[src/rtl/core/pesd_pkg.sv]
package pesd_pkg;

    localparam logic [7:0] CH_PERCENT = 8'h25;
    localparam logic [7:0] CH_PLUS    = 8'h2B;
    localparam logic [7:0] CH_SPACE   = 8'h20;
    localparam logic [7:0] HEX_BAD    = 8'hFF;

    typedef enum logic [1:0] {
        PH_IDLE = 2'd0,
        PH_HIGH = 2'd1,
        PH_LOW  = 2'd2
    } t_phase;

    typedef struct packed {
        logic [7:0] in_byte;
        logic       in_last;
    } t_in_word;

    typedef struct packed {
        logic [7:0] out_byte;
        logic       out_last;
        logic       bad_escape;
    } t_out_word;

    typedef struct packed {
        t_phase     phase;
        logic [7:0] high_part;
    } t_state;

    typedef struct packed {
        logic      emit;
        t_out_word word;
    } t_result;

    function automatic logic [7:0] hex_value(input logic [7:0] c);
        logic [7:0] v;
        if (c >= 8'h30 && c <= 8'h39) begin
            v = c - 8'h30;
        end else if (c >= 8'h41 && c <= 8'h46) begin
            v = c - 8'h41 + 8'd10;
        end else if (c >= 8'h61 && c <= 8'h66) begin
            v = c - 8'h61 + 8'd10;
        end else begin
            v = HEX_BAD;
        end
        return v;
    endfunction

endpackage

[src/rtl/core/pesd_step.sv]
module pesd_step import pesd_pkg::*; (
    input  t_state   i_state,
    input  t_in_word i_word,
    output t_state   o_state,
    output t_result  o_result
);

    logic [7:0] digit;

    assign digit = hex_value(i_word.in_byte);

    // next state
    always_comb begin
        o_state = i_state;
        case (i_state.phase)
            PH_HIGH: begin
                // invalid digit gives 0xf0 since its low nibble is all ones
                o_state.high_part = {digit[3:0], 4'h0};
                o_state.phase     = i_word.in_last ? PH_IDLE : PH_LOW;
            end
            PH_LOW: begin
                o_state.phase = PH_IDLE;
            end
            default: begin
                if (i_word.in_byte == CH_PERCENT && !i_word.in_last) begin
                    o_state.phase = PH_HIGH;
                end else begin
                    o_state.phase = PH_IDLE;
                end
            end
        endcase
    end

    // result
    always_comb begin
        o_result.emit            = 1'b1;
        o_result.word.out_byte   = i_word.in_byte;
        o_result.word.out_last   = i_word.in_last;
        o_result.word.bad_escape = 1'b0;
        case (i_state.phase)
            PH_HIGH: begin
                o_result.emit            = i_word.in_last;
                o_result.word.out_byte   = 8'h00;
                o_result.word.bad_escape = i_word.in_last;
            end
            PH_LOW: begin
                o_result.word.out_byte = i_state.high_part | digit;
            end
            default: begin
                if (i_word.in_byte == CH_PERCENT) begin
                    o_result.emit            = i_word.in_last;
                    o_result.word.out_byte   = 8'h00;
                    o_result.word.bad_escape = i_word.in_last;
                end else if (i_word.in_byte == CH_PLUS) begin
                    o_result.word.out_byte = CH_SPACE;
                end
            end
        endcase
    end

endmodule

[src/rtl/core/percent_escape_stream_decoder_unit.sv]
// channel   direction  valid          stall          word
// in        input      i_in_valid     o_in_stall     i_in_word  (in_byte, in_last)
// out       output     o_out_valid    i_out_stall    o_out_word (out_byte, out_last, bad_escape)
//
// one word per cycle sustained while the output is not stalled
// the input register feeds one decode step, whose result lands in the output register
// the percent sign and the high digit produce no output word unless they end the string
// synchronous active-low reset empties both registers and closes any open escape
// an output stall holds a full output register and, once the input register is full, the input
module percent_escape_stream_decoder_unit import pesd_pkg::*; (
    input  logic      i_clk,
    input  logic      i_rst_n,
    input  logic      i_in_valid,
    output logic      o_in_stall,
    input  t_in_word  i_in_word,
    output logic      o_out_valid,
    input  logic      i_out_stall,
    output t_out_word o_out_word
);

    logic      r_in_valid;
    t_in_word  r_in_word;
    t_state    r_state;
    t_state    n_state;
    t_result   step_result;
    logic      r_out_valid;
    t_out_word r_out_word;
    logic      out_ready;
    logic      advance;

    assign out_ready  = !r_out_valid || !i_out_stall;
    assign advance    = r_in_valid && out_ready;
    assign o_in_stall = r_in_valid && !out_ready;

    pesd_step u_step (
        .i_state  (r_state),
        .i_word   (r_in_word),
        .o_state  (n_state),
        .o_result (step_result)
    );

    always_ff @(posedge i_clk) begin
        if (!i_rst_n) begin
            r_in_valid        <= 1'b0;
            r_out_valid       <= 1'b0;
            r_state.phase     <= PH_IDLE;
            r_state.high_part <= 8'h00;
        end else begin
            if (!o_in_stall) begin
                r_in_valid <= i_in_valid;
            end
            if (advance) begin
                r_state <= n_state;
            end
            if (out_ready) begin
                r_out_valid <= advance && step_result.emit;
            end
        end
    end

    always_ff @(posedge i_clk) begin
        if (!o_in_stall && i_in_valid) begin
            r_in_word <= i_in_word;
        end
        if (advance && step_result.emit) begin
            r_out_word <= step_result.word;
        end
    end

    assign o_out_valid = r_out_valid;
    assign o_out_word  = r_out_word;

    a_bad_is_last: assert property (@(posedge i_clk) disable iff (!i_rst_n)
        r_out_valid && r_out_word.bad_escape |->
            r_out_word.out_last && r_out_word.out_byte == 8'h00)
        else $error("bad escape word not final or not zero");

    a_stall_cause: assert property (@(posedge i_clk) disable iff (!i_rst_n)
        o_in_stall |-> r_in_valid && r_out_valid && i_out_stall)
        else $error("input stalled without a blocked output");

    a_low_emits: assert property (@(posedge i_clk) disable iff (!i_rst_n)
        advance && r_state.phase == PH_LOW |=> r_out_valid && !r_out_word.bad_escape)
        else $error("low digit produced no word");

endmodule
[config.mk]
export PLATFORM = sky130hd
export DESIGN_NAME = percent_escape_stream_decoder_unit
export DESIGN_NICKNAME = d
export VERILOG_FILES = /design/src/rtl/core/pesd_pkg.sv /design/src/rtl/core/pesd_step.sv /design/src/rtl/core/percent_escape_stream_decoder_unit.sv
export SDC_FILE = /design/constraint.sdc
export NUM_CORES = 1
export LEC_CHECK = 0
export BUFFER_PORTS_ARGS = -buffer_cell sky130_fd_sc_hd__clkbuf_2
export CORE_MARGIN = 8
export CORE_UTILIZATION = 45
export DETAILED_ROUTE_END_ITERATION = 10
export PLACE_DENSITY = 0.66
export SETUP_SLACK_MARGIN = 0.05
export SLEW_MARGIN = 25
export SYNTH_ARGS = -nofsm -noshare
export SYNTH_HDL_FRONTEND = slang
export SYNTH_SLANG_ARGS = --single-unit
export TNS_END_PERCENT = 50
[constraint.sdc]
create_clock -name i_clk -period 6.7 [get_ports i_clk]
set_input_delay 1.34 -clock i_clk [delete_from_list [all_inputs] [get_ports i_clk]]
set_output_delay 1.34 -clock i_clk [all_outputs]
set_load 0.1 [all_outputs]
==> flow_summary.yaml, run 1 <==
logic_synthesis:
  synth_cells: 164
  synth_top_family_by_area: "compound AO/OA/AOI/OAI gates"
  synth-simple-area-share_pct: 20.1
  yosysSeqAreaShare_pct: 45.4
  avgSynthCellArea_um2: 9.82
  muxShareOfSynthArea_pct: 0.622
  ys_types: 49
  synth_xor_xnor_area_share_pct: 1.09
  ys_ff_latch: 27
  syn_area_mm2: 0.00161
  synth_nets: 188
  synth_warnings: 0
  async_reset_ff_share_pct: 0
  synthAdderAreaFrac_pct: 8.55
  synth_compound_area_share_pct: 20.3
  synth_edf_count: 19
  synthFlopType: "edfxtp_1"
timing:
  period_minus_slack_ns: 3.43
  fin_crit_sh_pct: 51.3
  finalWorstSetupSlack_ns: 3.27
  relSlewSlack_pct: 54.0
  rsz0062_at_grt: "false"
  finalSetupTns_ns: 0
  max_clock_freq_mhz: 291
  worstMarginPinSlew_ns: 0.687
  clock_skew_ns: 0.00738
  slew_violations: 0
  final-setup-viol-count: 0
  hold_violations: 0
detailed_routing:
  dr.pass1.iters: 5
  vias: 1343
  totalWireLength_mm: 3.47
  vias_per_cell: 5.79
  post_drt_wl_per_cell_um: 15.0
  antenna_left: 0
  first_iter_violations: 130
  drc: 0
worst_setup_path:
  path_class: "in2out"
  crit_path_end_kind: "output pin"
  slowest_delay_ns: 0.47
  cpMostUsedCell: "clkbuf_2"
  crit_buf_inv: 2
  cp_max_fo: 3
  reg2reg_slack_ns: 3.99
  r2r-start: "r_in_word[2]"
  cp-start-kind: "primary input"
  r2r_cells: 8
  critPathTopFamily: "buffers and inverters"
  crit_chain: "clkbuf_2, and3_1, clkbuf_2"
  crit_path_end: "o_in_stall"
  crit_arrival_ns: 2.09
  critPathLaunch: "i_out_stall"
  r2r_end: "o_out_word[4]"
  worst-path-stages: 3
  crit_slowest_cell: "clkbuf_2"
  required_ns: 5.36
final_layout:
  fin_util_pct: 52.8
  syn2layout_area_growth_pct: 11.1
  drive_gt1_share_pct: 15.6
  diodes: 0
  fin_nets: 211
clock_tree:
  clockBufferDepth: 2
  clk_pin_slew_ns: 0.12
  cts_num_sinks: 27
  clk-insertion-delay-late_ns: 0.32
  numCtsBuffers: 3
  cts_tree: "yes"
  cts.htree.levels: 1
  post_cts_buffers: 0
  cts_root_buffer: "clkbuf_4"
  postCtsHoldBufs: 0
  postCtsResizedCells: 0
placed_design:
  numPortBuffers: 24
  gp_congestion: 0.887
  dp_hpwl_mm: 2.69
  dp_slack_ns: 3.27
grt:
  grt_util_met3_pct: 3.68
  grt_usage_pct: 13.1
  grt_max_degree: 15
  grtUsageMet2_pct: 21.3
  grt_pass1_wl_mm: 5.84
  busiest_layer: "met2"
  grt-ovfl-total: 0
  grt_antenna_before_repair: 0
  grt_pass1_vias: 1262
  use_met1_pct: 15.9
flow_run:
  cap_viol_max_count: 0
power_and_ir_drop:
  p_comb_share_pct: 18.1
  power_density_mw_per_mm2: 179
  switching_power_mw: 0.0949
  ir_drop_uv: 122
  intPower_mw: 0.225
  pwr-share-clk_pct: 20.7
  leakage_nw: 0.674
  p_seq_share_pct: 61.2
  swShare_pct: 29.7
floorplan:
  core_area_mm2: 0.00339
  initial_core_util_pct: 47.5
  io_pins: 25
  die_x_um: 75.8
  die_y_um: 75.8
  die-area_mm2: 0.00575
  rows: 21
run_status:
  status: "complete, no violations"
worst_hold_path:
  worstHoldPathType: "reg2reg"
==> state kept, by name (all words and copies together) (netlist names) <==
name         flops
r_in_valid       1
o_out_valid      1
o_out_word      10
r_in_word        9
r_state          6
==> synth_stat cells, types with 2 or more instances <==
cell,number,share of area [%]
a211oi_1,3,1.4
a21boi_0,2,0.93
a21oi_1,11,3.4
a31oi_1,4,1.6
and3_1,2,0.78
buf_2,2,0.62
clkbuf_1,2,0.47
dfxtp_1,8,9.9
edfxtp_1,19,35
ha_1,11,8.5
inv_1,9,2.1
nand2_1,16,3.7
nand3_1,5,1.6
nor2_1,6,1.4
nor2b_1,5,1.9
nor3_1,7,2.2
nor3b_1,2,0.93
nor4_1,2,0.78
o211ai_1,2,0.93
o21a_1,4,1.9
o21ai_0,9,2.8
o31a_1,2,1.1
o31ai_1,2,0.93
or3_1,4,1.6
==> logic make-up (layout without fill, tap and decap cells) <==
logic type	count (synthesis)	count (layout)
AO/OA/AOI/OAI	49	49
XOR/XNOR	2	2
adder cells (fa/ha/maj)	11	11
buffers and inverters	15	37
flip-flops	27	27
multiplexers	1	1
AND/OR/NAND/NOR	59	59
==> metal layers <==
metal  routed length, µm  vias up  part of all wire (%)
met1                1590      625                    46
li1                    -      661                     -
met5                   0        -                     0
met4                  72        0                   2.1
met2                1580       44                    45
met3                 237       13                   6.8
==> power by group through the flow <==
| stage | sequential [mW] | clock (mW) | combinational [mW] |
|---|---|---|---|
| 2_1_floorplan | 0.218 | 0 | 0.0255 |
| 3_3_place_gp | 0.199 | 0 | 0.0574 |
| 3_5_place_dp | 0.200 | 0 | 0.0578 |
| 4_1_cts | 0.196 | 0.0700 | 0.0581 |
| 5_1_grt | 0.197 | 0.0745 | 0.0627 |
| 6_report | 0.196 | 0.0662 | 0.0581 |
==> final cells by class <==
cell class                      instances  area (µm²)
Multi-Input combinational cell        122         821
Sequential cell                        27         731
Timing Repair Buffer                   24         120
Fill cell                             312        1600
Inverter                                9        33.8
Clock buffer                            4        26.3
Tap cell                               46        57.6
==> placed cells by master (no fill, tap or decap), types with 5 or more instances in the layout <==
cell type	n
clkbuf_2	24
edfxtp_1	19
nand2_1	16
a21oi_1	11
ha_1	11
inv_1	9
o21ai_0	9
dfxtp_1	8
nor2_1	6
nor3_1	6
nand3_1	5
nor2b_1	5
==> worst min path at each step <==
stage / from / slack (ns) / cells past startpoint / to
floorplan: r_state[5] / 0.44 / 2 / r_state[5]
global placement: r_state[5] / 0.46 / 2 / r_state[5]
detailed placement: r_state[5] / 0.47 / 2 / r_state[5]
CTS: r_state[5] / 0.49 / 2 / r_state[5]
global route: r_state[5] / 0.51 / 2 / r_state[5]
finish: r_state[5] / 0.48 / 2 / r_state[5]
==> through the flow <==
stage | cell area (µm²) | std cells | hold WS, ns | total power, mW
after detailed placement | 1760 | 228 | 0.468 | 0.257
after floorplan | 1610 | 164 | 0.441 | 0.243
final | 1790 | 232 | 0.479 | 0.320
after global placement | 1760 | 228 | 0.460 | 0.257
after global routing | 1790 | 232 | 0.506 | 0.334
after CTS | 1790 | 232 | 0.485 | 0.324
==> worst register-to-register path: stages (launching register included) <==
cell and delay [ns]:
edfxtp_1 0.55, inv_1 0.14, ha_1 0.25, or4b_1 0.47, nand3_1 0.10, a22o_1 0.18, and2b_1 0.38, o21ai_0 0.18
a211oi_1 0.29
No activity file was read; power rests on OpenSTA's default activity.
==> run 2, diff against run 1 <==
==> constraint.sdc (replaced) <==
create_clock -name i_clk -period 3.5 [get_ports i_clk]
set_input_delay 0.7 -clock i_clk [delete_from_list [all_inputs] [get_ports i_clk]]
set_output_delay 0.7 -clock i_clk [all_outputs]
set_load 0.1 [all_outputs]
==> run 2 against run 1 <==
  * Global-route usage grew 0.43 points
  * Routed wire length rose by 6.8%
  * Total power grew 95%
  * Critical path depth rose by 5
  * Clock skew rose by 0.00071 ns
  * Sequential share of layout area fell by 0.085 points
  * Design area rose by 0.21%
  * Hold slack improved by 0.016 ns
  * Combinational power rose by 96%
  * Sequential power is 91% higher
  * Sequential cell count unchanged
  * Via count is 0.30% higher
  * Largest power group unchanged
==> flow_summary.yaml, run 2 (synthesis gave the netlist of run 1 again) <==
clock_tree:
  cts_root_buffer: "clkbuf_4"
  clockBufferDepth: 2
  cts_num_sinks: 27
  post_cts_buffers: 0
  cts.htree.levels: 1
  postCtsHoldBufs: 0
  clk-insertion-delay-late_ns: 0.33
  cts_tree: "yes"
  clk_pin_slew_ns: 0.15
  postCtsResizedCells: 0
  numCtsBuffers: 3
timing:
  worstMarginPinSlew_ns: 0.703
  fin_hold_ws_ns: 0.496
  fin_crit_sh_pct: 76.7
  clock_skew_ns: 0.00809
  slew_violations: 0
  relSlewSlack_pct: 53.0
  rsz0062_at_grt: "false"
  final-setup-viol-count: 0
  finalWorstSetupSlack_ns: 0.817
  hold_violations: 0
  finalSetupTns_ns: 0
  max_clock_freq_mhz: 373
  period_minus_slack_ns: 2.68
worst_setup_path:
  critPathTopFamily: "simple AND/OR/NAND/NOR gates"
  crit_path_end_kind: "flop"
  required_ns: 3.60
  cp_max_fo: 12
  crit_slowest_cell: "edfxtp_1"
  crit_buf_inv: 1
  crit_chain: "inv_1, ha_1, or4b_1, nand3_1, a22o_1, and2b_1, or3_1, a32o_1"
  crit_arrival_ns: 2.78
  path_class: "reg2reg"
  slowest_delay_ns: 0.55
  cp-start-kind: "flop"
placed_design:
  dp_hpwl_mm: 2.90
  placedCellCount: 229
  gp_congestion: 1.03
  numPortBuffers: 24
  dp_slack_ns: 0.890
final_layout:
  fill_cells: 307
  diodes: 0
  fin_util_pct: 52.9
  final_common_cell: "clkbuf_2"
  mostFrequentLayoutCells: "clkbuf_2 (24), edfxtp_1 (19), nand2_1 (16), a21oi_1 (11), ha_1 (11)"
  largest_reg_flops: 10
  syn2layout_area_growth_pct: 11.3
  stdcell_count: 233
  drive_gt1_share_pct: 16.0
  fin_nets: 212
grt:
  grt_pass1_wl_mm: 5.91
  grt-ovfl-total: 0
  grt_antenna_before_repair: 0
  grt_max_degree: 16
  grt_pass1_vias: 1226
  grt_usage_pct: 13.5
detailed_routing:
  totalWireLength_mm: 3.71
  post_drt_wl_per_cell_um: 15.9
  antenna_left: 0
  vias: 1347
  first_iter_violations: 82
  vias_per_cell: 5.78
  dr.pass1.iters: 4
  drc: 0
floorplan:
  io_pins: 25
  die-area_mm2: 0.00575
  initial_core_util_pct: 47.5
  die_x_um: 75.8
  core_area_mm2: 0.00339
  die_y_um: 75.8
  rows: 21
run_status:
  status: "complete, no violations"
worst_hold_path:
  worstHoldPathType: "reg2reg"
power_and_ir_drop:
  leakage_nw: 0.681
  ir_drop_uv: 230
  power_density_mw_per_mm2: 348
flow_run:
  cap_viol_max_count: 0
[run 2: cell count changes in the layout (fill, tap and decap cells not counted), sizes merged]
| cell | delta |
|---|---|
| clkinv | +1 |
| clkbuf | -1 |
| buf | +1 |
[run 2: tightest hold or removal path, stage by stage (launching register included)]
cell and delay (ns):
dfxtp_1 0.35, nand2_1 0.05, a21boi_0 0.06
[run 2: worst paths after layout]
kind                            slack (ns)    startpoint  depth (start not counted)       endpoint
worst max-delay path                  0.82  r_in_word[1]                          8  o_out_word[6]
worst min-delay path                  0.50    r_state[5]                          2     r_state[5]
worst max register to register        0.82  r_in_word[1]                          8  o_out_word[6]
worst min register to register        0.50    r_state[5]                          2     r_state[5]
[run 2: layout make-up]
cell class	count	area, µm²	area share (%)
Timing Repair Buffer	25	128	7.12
Multi-Input combinational cell	122	816	45.5
Clock buffer	3	22.5	1.26
Inverter	9	33.8	1.88
Tap cell	46	57.6	3.21
Sequential cell	27	731	40.8
Clock inverter	1	5.00	0.279
[run 2: through the flow]
| step | power, mW | instance area, µm² |
|---|---|---|
| after CTS | 0.627 | 1790 |
| final | 0.624 | 1790 |
| after floorplan | 0.465 | 1610 |
| after global placement | 0.494 | 1770 |
| after detailed placement | 0.494 | 1770 |
| after global routing | 0.649 | 1790 |
[run 2: per-layer routing]
metal / routed length (µm) / GRT usage (%) / up-vias
met5: 0 / 0 / -
met4: 95 / 5.54 / 0
li1: - / - / 664
met2: 1670 / 21.9 / 64
met3: 332 / 2.50 / 11
met1: 1610 / 17.2 / 608
[run 2: power breakdown]
part | switching, mW | internal (mW) | total [mW]
registers | 0.0170 | 0.357 | 0.374
clock network | 0.0936 | 0.0430 | 0.137
logic | 0.0834 | 0.0302 | 0.114
total | 0.194 | 0.430 | 0.624
==> run 3, diff against run 2 <==
==> constraint.sdc (replaced) <==
create_clock -name i_clk -period 2.8 [get_ports i_clk]
set_input_delay 0.56 -clock i_clk [delete_from_list [all_inputs] [get_ports i_clk]]
set_output_delay 0.56 -clock i_clk [all_outputs]
set_load 0.1 [all_outputs]
==> run 3 against run 2 <==
  * Core utilization grew 1.8 points
  * Clock power grew 19%
  * Sequential cell count is the same
  * Routed wire length grew 2.5%
  * Design area grew 3.3%
  * Die area is the same
  * Critical path depth is the same
  * Maximum frequency grew 0.79%
  * Clock-buffer cell count is the same
  * Global-route usage is essentially flat
  * Critical path type unchanged
  * Largest cell class unchanged
  * Highest routed layer unchanged
==> flow_summary.yaml, run 3 (synthesis gave the netlist of run 1 again) <==
worst_hold_path:
  worstHoldPathType: "in2reg"
worst_setup_path:
  crit_path_end_kind: "flop"
  path_class: "reg2reg"
  cp-start-kind: "flop"
  cp_max_fo: 12
  required_ns: 2.89
  crit_arrival_ns: 2.75
placed_design:
  placedCellCount: 231
  gp_congestion: 0.968
  numPortBuffers: 24
  dp_slack_ns: 0.194
  dp_hpwl_mm: 2.86
  placed_area_mm2: 0.00178
final_layout:
  final_common_cell: "clkbuf_2"
  drive_gt1_share_pct: 19.5
  fin_util_pct: 54.7
  largest_reg_flops: 10
  stdcell_area_mm2: 0.00185
  stdcell_count: 241
  fin_nets: 220
  mostFrequentLayoutCells: "clkbuf_2 (24), edfxtp_1 (19), nand2_1 (16), a21oi_1 (11), ha_1 (11)"
  syn2layout_area_growth_pct: 15.1
  diodes: 0
detailed_routing:
  vias: 1391
  dr.pass1.iters: 4
  post_drt_wl_per_cell_um: 15.8
  antenna_left: 0
  totalWireLength_mm: 3.80
  vias_per_cell: 5.77
  first_iter_violations: 163
  drc: 0
clock_tree:
  clk_pin_slew_ns: 0.14
  cts_root_buffer: "clkbuf_4"
  cts.htree.levels: 1
  cts_num_sinks: 27
  cts_tree: "yes"
  postCtsHoldBufs: 0
  clk-insertion-delay-late_ns: 0.32
  postCtsResizedCells: 0
  clockBufferDepth: 2
  numCtsBuffers: 3
  post_cts_buffers: 0
timing:
  clock_skew_ns: 0.00785
  period_minus_slack_ns: 2.66
  rsz0062_at_grt: "false"
  finalWorstSetupSlack_ns: 0.138
  slew_violations: 0
  fin_crit_sh_pct: 95.1
  final-setup-viol-count: 0
  relSlewSlack_pct: 50.7
  worstMarginPinSlew_ns: 0.738
  hold_violations: 0
  finalSetupTns_ns: 0
  max_clock_freq_mhz: 376
floorplan:
  die_x_um: 75.8
  initial_core_util_pct: 47.5
  io_pins: 25
  core_area_mm2: 0.00339
  die_y_um: 75.8
  rows: 21
  die-area_mm2: 0.00575
power_and_ir_drop:
  swShare_pct: 30.5
  p_comb_share_pct: 20.0
  power_density_mw_per_mm2: 423
  p_seq_share_pct: 59.2
  ir_drop_uv: 344
  leakage_nw: 0.719
  switching_power_mw: 0.240
  pwr-share-clk_pct: 20.8
  intPower_mw: 0.545
grt:
  grt-ovfl-total: 0
  grt_usage_pct: 13.5
  grt_pass1_wl_mm: 5.96
  grt_antenna_before_repair: 0
  grt_pass1_vias: 1311
  grt_max_degree: 16
flow_run:
  cap_viol_max_count: 0
run_status:
  status: "complete, no violations"
## run 3: cell types whose count changed in the layout (fill, tap and decap cells not counted)
| cell | change |
|---|---|
| buf_4 | +8 |
## run 3: metrics by stage
step	total power, mW	hold slack, ns
after floorplan	0.582	0.441
after global placement	0.619	0.474
after detailed placement	0.620	0.502
after CTS	0.782	0.382
after global routing	0.813	0.366
final	0.784	0.398
## run 3: layout make-up
cell class	count	area, µm²
fillers	308	1540
multi-input cells	122	816
flip-flops and latches	27	731
repair buffers	33	188
well taps	46	57.6
inverters	9	33.8
clock buffers	3	22.5
clock inverters	1	5.00
## run 3: worst max-delay path: stages, from the launching register on
cell      delay, ns
edfxtp_1       0.48
buf_4          0.19
ha_1           0.28
a21oi_1        0.22
nand3b_1       0.10
a22o_1         0.22
and2b_1        0.29
or3_1          0.39
a32o_1         0.26
## run 3: per-layer routing
metal	track usage [%]	wire (µm)
met5	0	0
met4	5.33	73
met3	4.08	346
met2	22.0	1710
met1	16.2	1680
## run 3: final timing paths
path                     start             to  slack, ns  depth (start not counted)
hold / removal    i_in_word[4]   r_in_word[4]       0.40                          1
setup reg to reg  r_in_word[5]  o_out_word[6]       0.14                          8
setup / recovery  r_in_word[5]  o_out_word[6]       0.14                          8
hold reg to reg     r_state[5]     r_state[5]       0.51                          2
## run 3: power groups by stage
stage	logic [mW]	registers, mW	clock network (mW)
after floorplan	0.0609	0.521	0
after global placement	0.145	0.474	0
after detailed placement	0.146	0.475	0
after CTS	0.146	0.466	0.170
after global routing	0.166	0.467	0.181
final	0.157	0.464	0.163
